File: config.mk
export PLATFORM = sky130hd
export DESIGN_NAME = four_level_stable_priority_queue
export DESIGN_NICKNAME = d
export VERILOG_FILES = /design/src/hdl/flspq_pkg.sv /design/src/hdl/flspq_cell.sv /design/src/hdl/four_level_stable_priority_queue.sv
export SDC_FILE = /design/constraint.sdc
export NUM_CORES = 2
export LEC_CHECK = 0
export BUFFER_PORTS_ARGS = -buffer_cell sky130_fd_sc_hd__buf_2
export CORE_AREA = 2 2 365 367
export DETAILED_ROUTE_END_ITERATION = 10
export DIE_AREA = 0 0 367 369
export HOLD_SLACK_MARGIN = 0.08
export PLACE_DENSITY = 0.78
export SYNTH_ARGS = -nofsm -noshare
export SYNTH_HDL_FRONTEND = slang
export SYNTH_HIERARCHICAL = 1
export SYNTH_SLANG_ARGS = --single-unit
export TNS_END_PERCENT = 30
File: constraint.sdc
create_clock -name aclk -period 20.2 [get_ports aclk]
set_input_delay 1.01 -clock aclk [delete_from_list [all_inputs] [get_ports aclk]]
set_output_delay 1.01 -clock aclk [all_outputs]
set_load 0.02 [all_outputs]
File: src/hdl/flspq_pkg.sv
// ----------------------------------------------------------------------------
// flspq_pkg
// Types and constants shared by the four-level stable priority queue.
// ----------------------------------------------------------------------------
`default_nettype none

package flspq_pkg;

    localparam int TAG_W = 16;
    localparam int LVL_W = 3;

    localparam logic ACT_ADD  = 1'b0;
    localparam logic ACT_CALL = 1'b1;

    localparam logic [LVL_W-1:0] LVL_CRITICAL = 3'd4;
    localparam logic [LVL_W-1:0] LVL_SERIOUS  = 3'd3;

    localparam logic [1:0] ROOM_EMERGENCY    = 2'd0;
    localparam logic [1:0] ROOM_EXAMINATION  = 2'd1;
    localparam logic [1:0] ROOM_CONSULTATION = 2'd2;

    localparam logic [1:0] ST_ADDED  = 2'd0;
    localparam logic [1:0] ST_SERVED = 2'd1;
    localparam logic [1:0] ST_FULL   = 2'd2;
    localparam logic [1:0] ST_EMPTY  = 2'd3;

    typedef struct packed {
        logic             action;
        logic [LVL_W-1:0] severity;
        logic [TAG_W-1:0] patient_tag;
    } in_word_t;

    typedef struct packed {
        logic [TAG_W-1:0] served_tag;
        logic [1:0]       room_class;
        logic [1:0]       status;
    } out_word_t;

    // broadcast to every cell
    typedef struct packed {
        logic             ins;
        logic             rem;
        logic [LVL_W-1:0] level;
    } cell_ctrl_t;

    function automatic logic [1:0] room_of(input logic [LVL_W-1:0] level);
        logic [1:0] room;
        case (level)
            LVL_CRITICAL: room = ROOM_EMERGENCY;
            LVL_SERIOUS:  room = ROOM_EXAMINATION;
            default:      room = ROOM_CONSULTATION;
        endcase
        return room;
    endfunction

endpackage

`default_nettype wire

File: src/hdl/flspq_cell.sv
// ----------------------------------------------------------------------------
// flspq_cell
// One slot of the sorted chain: holds a tag and level, keeps its entry,
// takes the new entry or takes a neighbor's entry each cycle.
// ----------------------------------------------------------------------------
`default_nettype none

module flspq_cell #(
    parameter int TAG_BITS = 16
) (
    input  wire                                aclk,
    input  wire                                aresetn,
    input  wire  flspq_pkg::cell_ctrl_t        ctrl_i,
    input  wire  [TAG_BITS-1:0]                new_tag_i,
    input  wire                                left_keep_i,
    input  wire                                left_valid_i,
    input  wire  [flspq_pkg::LVL_W-1:0]        left_level_i,
    input  wire  [TAG_BITS-1:0]                left_tag_i,
    input  wire                                right_valid_i,
    input  wire  [flspq_pkg::LVL_W-1:0]        right_level_i,
    input  wire  [TAG_BITS-1:0]                right_tag_i,
    output logic                               keep_o,
    output logic                               valid_o,
    output logic [flspq_pkg::LVL_W-1:0]        level_o,
    output logic [TAG_BITS-1:0]                tag_o
);

    logic                        valid_reg, valid_next;
    logic [flspq_pkg::LVL_W-1:0] level_reg, level_next;
    logic [TAG_BITS-1:0]         tag_reg, tag_next;
    logic                        keep;

    // entry stays put on insert when it is at least as urgent
    assign keep = valid_reg && (level_reg >= ctrl_i.level);

    always_comb begin
        valid_next = valid_reg;
        level_next = level_reg;
        tag_next   = tag_reg;
        if (ctrl_i.ins && !keep) begin
            if (left_keep_i) begin
                valid_next = 1'b1;
                level_next = ctrl_i.level;
                tag_next   = new_tag_i;
            end else begin
                valid_next = left_valid_i;
                level_next = left_level_i;
                tag_next   = left_tag_i;
            end
        end else if (ctrl_i.rem) begin
            valid_next = right_valid_i;
            level_next = right_level_i;
            tag_next   = right_tag_i;
        end
    end

    always_ff @(posedge aclk) begin
        if (!aresetn) begin
            valid_reg <= 1'b0;
        end else begin
            valid_reg <= valid_next;
        end
    end

    always_ff @(posedge aclk) begin
        level_reg <= level_next;
        tag_reg   <= tag_next;
    end

    assign keep_o  = keep;
    assign valid_o = valid_reg;
    assign level_o = level_reg;
    assign tag_o   = tag_reg;

endmodule

`default_nettype wire

File: src/hdl/four_level_stable_priority_queue.sv
// ----------------------------------------------------------------------------
// four_level_stable_priority_queue
// Bounded priority queue with stable ordering inside each severity level.
//
// Input channel s_valid/s_ready/s_word: action 0 adds patient_tag at its
// severity behind all entries of equal or higher severity; action 1 calls
// the head entry. Every input word yields exactly one result word on
// m_valid/m_ready/m_word: status added, served (with served_tag and
// room_class), refused because full, or empty.
// Storage is a chain of CAPACITY cells sorted head first; an insert or a
// removal updates every cell in the same cycle from its neighbors.
// The result is registered; m_valid rises in the cycle after acceptance.
// Throughput is one word per cycle; the single output register is the only
// limit, so s_ready drops while a result is waiting and m_ready is low.
// Reset (aresetn low, synchronous) empties the queue and the output
// register at once; no clearing sweep is needed.
// ----------------------------------------------------------------------------
`default_nettype none

module four_level_stable_priority_queue #(
    parameter int CAPACITY = 64,
    parameter int TAG_BITS = 16
) (
    input  wire                   aclk,
    input  wire                   aresetn,
    input  wire                   s_valid,
    output logic                  s_ready,
    input  wire flspq_pkg::in_word_t s_word,
    output logic                  m_valid,
    input  wire                   m_ready,
    output flspq_pkg::out_word_t  m_word
);

    // index 0 is the left boundary, CAPACITY+1 the right boundary
    logic [CAPACITY+1:0]         c_valid;
    logic [CAPACITY:0]           c_keep;
    logic [flspq_pkg::LVL_W-1:0] c_level [0:CAPACITY+1];
    logic [TAG_BITS-1:0]         c_tag   [0:CAPACITY+1];

    flspq_pkg::cell_ctrl_t ctrl;
    flspq_pkg::out_word_t  word_reg, word_next;
    logic                  m_valid_reg;
    logic                  accept;
    logic                  full;
    logic                  empty;
    logic [TAG_BITS-1:0]   new_tag;

    assign c_valid[0]          = 1'b0;
    assign c_keep[0]           = 1'b1;
    assign c_level[0]          = '0;
    assign c_tag[0]            = '0;
    assign c_valid[CAPACITY+1] = 1'b0;
    assign c_level[CAPACITY+1] = '0;
    assign c_tag[CAPACITY+1]   = '0;

    assign s_ready = !m_valid_reg || m_ready;
    assign accept  = s_valid && s_ready;
    assign full    = c_valid[CAPACITY];
    assign empty   = !c_valid[1];
    assign new_tag = TAG_BITS'(s_word.patient_tag);

    always_comb begin
        ctrl.ins   = accept && (s_word.action == flspq_pkg::ACT_ADD) && !full;
        ctrl.rem   = accept && (s_word.action == flspq_pkg::ACT_CALL) && !empty;
        ctrl.level = s_word.severity;
    end

    for (genvar i = 0; i < CAPACITY; i++) begin : g_cell
        flspq_cell #(
            .TAG_BITS (TAG_BITS)
        ) u_cell (
            .aclk          (aclk),
            .aresetn       (aresetn),
            .ctrl_i        (ctrl),
            .new_tag_i     (new_tag),
            .left_keep_i   (c_keep[i]),
            .left_valid_i  (c_valid[i]),
            .left_level_i  (c_level[i]),
            .left_tag_i    (c_tag[i]),
            .right_valid_i (c_valid[i+2]),
            .right_level_i (c_level[i+2]),
            .right_tag_i   (c_tag[i+2]),
            .keep_o        (c_keep[i+1]),
            .valid_o       (c_valid[i+1]),
            .level_o       (c_level[i+1]),
            .tag_o         (c_tag[i+1])
        );
    end

    always_comb begin
        word_next = '0;
        if (s_word.action == flspq_pkg::ACT_ADD) begin
            word_next.status = full ? flspq_pkg::ST_FULL : flspq_pkg::ST_ADDED;
        end else if (empty) begin
            word_next.status = flspq_pkg::ST_EMPTY;
        end else begin
            word_next.served_tag = flspq_pkg::TAG_W'(c_tag[1]);
            word_next.room_class = flspq_pkg::room_of(c_level[1]);
            word_next.status     = flspq_pkg::ST_SERVED;
        end
    end

    always_ff @(posedge aclk) begin
        if (!aresetn) begin
            m_valid_reg <= 1'b0;
        end else if (s_ready) begin
            m_valid_reg <= s_valid;
        end
    end

    always_ff @(posedge aclk) begin
        if (accept) begin
            word_reg <= word_next;
        end
    end

    assign m_valid = m_valid_reg;
    assign m_word  = word_reg;

`ifndef ASSERT_OFF
    // occupied cells form an unbroken run from the head
    a_contiguous: assert property (@(posedge aclk) disable iff (!aresetn)
        ((c_valid[CAPACITY:1] & (c_valid[CAPACITY:1] + 1'b1)) == '0))
        else $error("occupied cells not contiguous");

    a_add_grows: assert property (@(posedge aclk) disable iff (!aresetn)
        ctrl.ins |=> $countones(c_valid) == $past($countones(c_valid)) + 1)
        else $error("insert did not grow the queue by one");

    a_call_shrinks: assert property (@(posedge aclk) disable iff (!aresetn)
        ctrl.rem |=> $countones(c_valid) + 1 == $past($countones(c_valid)))
        else $error("call did not shrink the queue by one");

    a_full_held: assert property (@(posedge aclk) disable iff (!aresetn)
        (m_valid_reg && (word_reg.status == flspq_pkg::ST_FULL)) |-> full)
        else $error("refused add reported while queue not full");
`endif

endmodule

`default_nettype wire

==> run_results.csv <==
group,metric,value,unit
timing,hold_slack,0.487,ns
die,die_y,369,um
clocking,htreeDepth,4,
clocking,tritoncts,"built",
synthesis,synth_area_per_cell,15.1,um2
clocking,cts_root_buf,"sky130_fd_sc_hd__clkbuf_16",
timing,worst_pin_slew,1.16,ns
setup_path,critical_path.cell_chain,"nor4b_2 > buf_4 > buf_4 > nand2b_1 > o21ai_4 > or2_2",
setup_path,timing.critical_path.fanout_max,72,
detailed_routing,ant_nets,0,
layout,area.growth.synth_to_final,7.20,%
detailed_routing,routed_wirelength,178,mm
clocking,tritoncts_buffers,146,
layout,layout_common_cells,"2000 x sky130_fd_sc_hd__mux2_2, 1236 x sky130_fd_sc_hd__edfxtp_1, 432 x sky130_fd_sc_hd__mux2_4, 194 x sky130_fd_sc_hd__inv_1, 192 x sky130_fd_sc_hd__ha_1",
clocking,clockBufferDepth,3,
setup_path,critical-path-top-cell-by-count,"sky130_fd_sc_hd__buf_4",
timing,period_share,21.1,%
layout,n_fill_cell,9571,
timing,setup_violations,0,
pwr,power_density_over_the_cells,91.7,nW/um2
clocking,path_clk_slew,0.06,ns
timing,finalClockSkew,0.0237,ns
detailed_routing,drt-initial-drc-count,3523,
timing,fin_setup_tns,0,ns
detailed_routing,dr_total_vias,43823,
clocking,clkLatencyLatePin,0.79,ns
detailed_routing,number_of_iterations_in_the_first_detailed_routing_pass,6,
die,placeableCoreArea,131000,um2
layout,finish.net_count,5470,
timing,report.final.slew_viol_count,0,
global_route,antenna_violations_before_repair,1,
hold_path,timing.hold.worst.class,"in2reg",
setup_path,setup.worst_path.start_class,"flop",
die,dieWidth,367,um
detailed_routing,drcViolationCount,0,
timing,layout_min_cycle_time,4.26,ns
clocking,cts_hold_buf,0,
layout,share_of_post_route_cells_with_drive_strength_above_1,54.0,%
placed_design,place_hpwl,116,mm
layout,antennaDiodeCount,0,
global_route,grt_pass1_wl,274,mm
synthesis,netlist_instances,5213,
detailed_routing,vias_per_cell,6.15,
die,num_rows,133,
setup_path,critical_path_end_type,"flop",
status,outcome,"completed",
global_route,first_global_vias,45423,
job,cap_viol_max_count,0,
detailed_routing,avgRoutedWirePerCell,24.9,um
global_route,grt_start_max_net_pins,78,
synthesis,mappedNetlistArea,78600,um2
clocking,postCtsSetupBuffers,0,
die,initial_utilization,59.9,%
global_route,remaining_global_route_overflow,0,
clocking,cts_resized,0,
setup_path,crit_path_top_delay_cell,"sky130_fd_sc_hd__buf_4",
setup_path,cp_data_arrival_time,4.67,ns
setup_path,timing.critical_path.slowest_cell_delay,0.84,ns
layout,most_frequent_standard_cell_in_the_layout_excluding_fill_and_tap_cells,"sky130_fd_sc_hd__mux2_2",
pwr,max-vdd-ir-drop,0.0000683,V
synthesis,synth_warn,6,
setup_path,worstPathRequired,20.61,ns
placed_design,buffer_ports.inserted,45,
global_route,grt_usage,25.9,%
timing,hold_viol_final,0,
pwr,power_leakage,30.2,nW
layout,largest_register_ffs,1024,
die,design.die.area,135000,um2
timing,worst_slew_margin_rel,22.8,%
timing,achievable-frequency,235,MHz
placed_design,place.gp.congestion,0.820,
clocking,cts_num_sinks,1301,
setup_path,setup.worst_path.class,"reg2reg",
die,top_level_ports,46,
timing,rsz0062_at_grt,"no",
[routing by layer]
metal  vias to the layer above  part of all wire (%)  track usage [%]
met2                      1282                    46             41.0
li1                      19959                     -                -
met1                     22291                    46             36.7
met5                         -                     0                0
met4                         0                   2.8             8.32
met3                       291                   5.3             3.72
[critical path, delay by kind of cell, from the launching register on]
| kind | cells | cell delay, ns |
|---|---|---|
| AOI/OAI and AO/OA | 1 | 0.67 |
| buffers and inverters | 2 | 1.56 |
| DFF | 1 | 0.49 |
| and+or+nand+nor | 3 | 1.10 |
[metrics by stage]
stage | std cells | utilization [%] | instance area (um2) | setup slack, ns | total power, W
global route | 7130 | 64.3 | 84300 | 15.73 | 0.00802
detailed placement | 6861 | 60.8 | 79700 | 15.22 | 0.00521
CTS | 7130 | 64.3 | 84300 | 15.94 | 0.00777
floorplan | 5253 | - | 78800 | 6.10 | 0.00484
finish | 7130 | 64.3 | 84300 | 15.94 | 0.00773
global placement | 6861 | 60.8 | 79700 | 15.32 | 0.00514
[layout make-up]
class	count	area [um2]	share of cell area, %
sequential	1301	38400	45.6
multi-input combinational	3500	37700	44.7
clock buffer	197	3940	4.67
tap	1755	2200	2.61
timing repair buffer	111	734	0.872
inverter	194	728	0.864
clock inverter	72	599	0.711
[power by group]
group	leakage, nW	internal (W)	switching (W)
Clock	2.20	0.00146	0.00110
Sequential	12.2	0.00344	0.000241
Combinational	15.8	0.000822	0.000670
[worst paths after layout]
| check | start | to | slack, ns | cells after the start |
|---|---|---|---|---|
| setup / recovery | g_cell[63].u_cell/valid_o | g_cell[6].u_cell/tag_o[8] | 15.94 | 6 |
| hold / removal | s_valid | m_valid | 0.49 | 2 |
| setup reg to reg | g_cell[63].u_cell/valid_o | g_cell[6].u_cell/tag_o[8] | 15.94 | 6 |
| hold reg to reg | g_cell[63].u_cell/tag_o[2] | g_cell[62].u_cell/tag_o[2] | 0.55 | 1 |
Power figures use the tool's default switching activity.
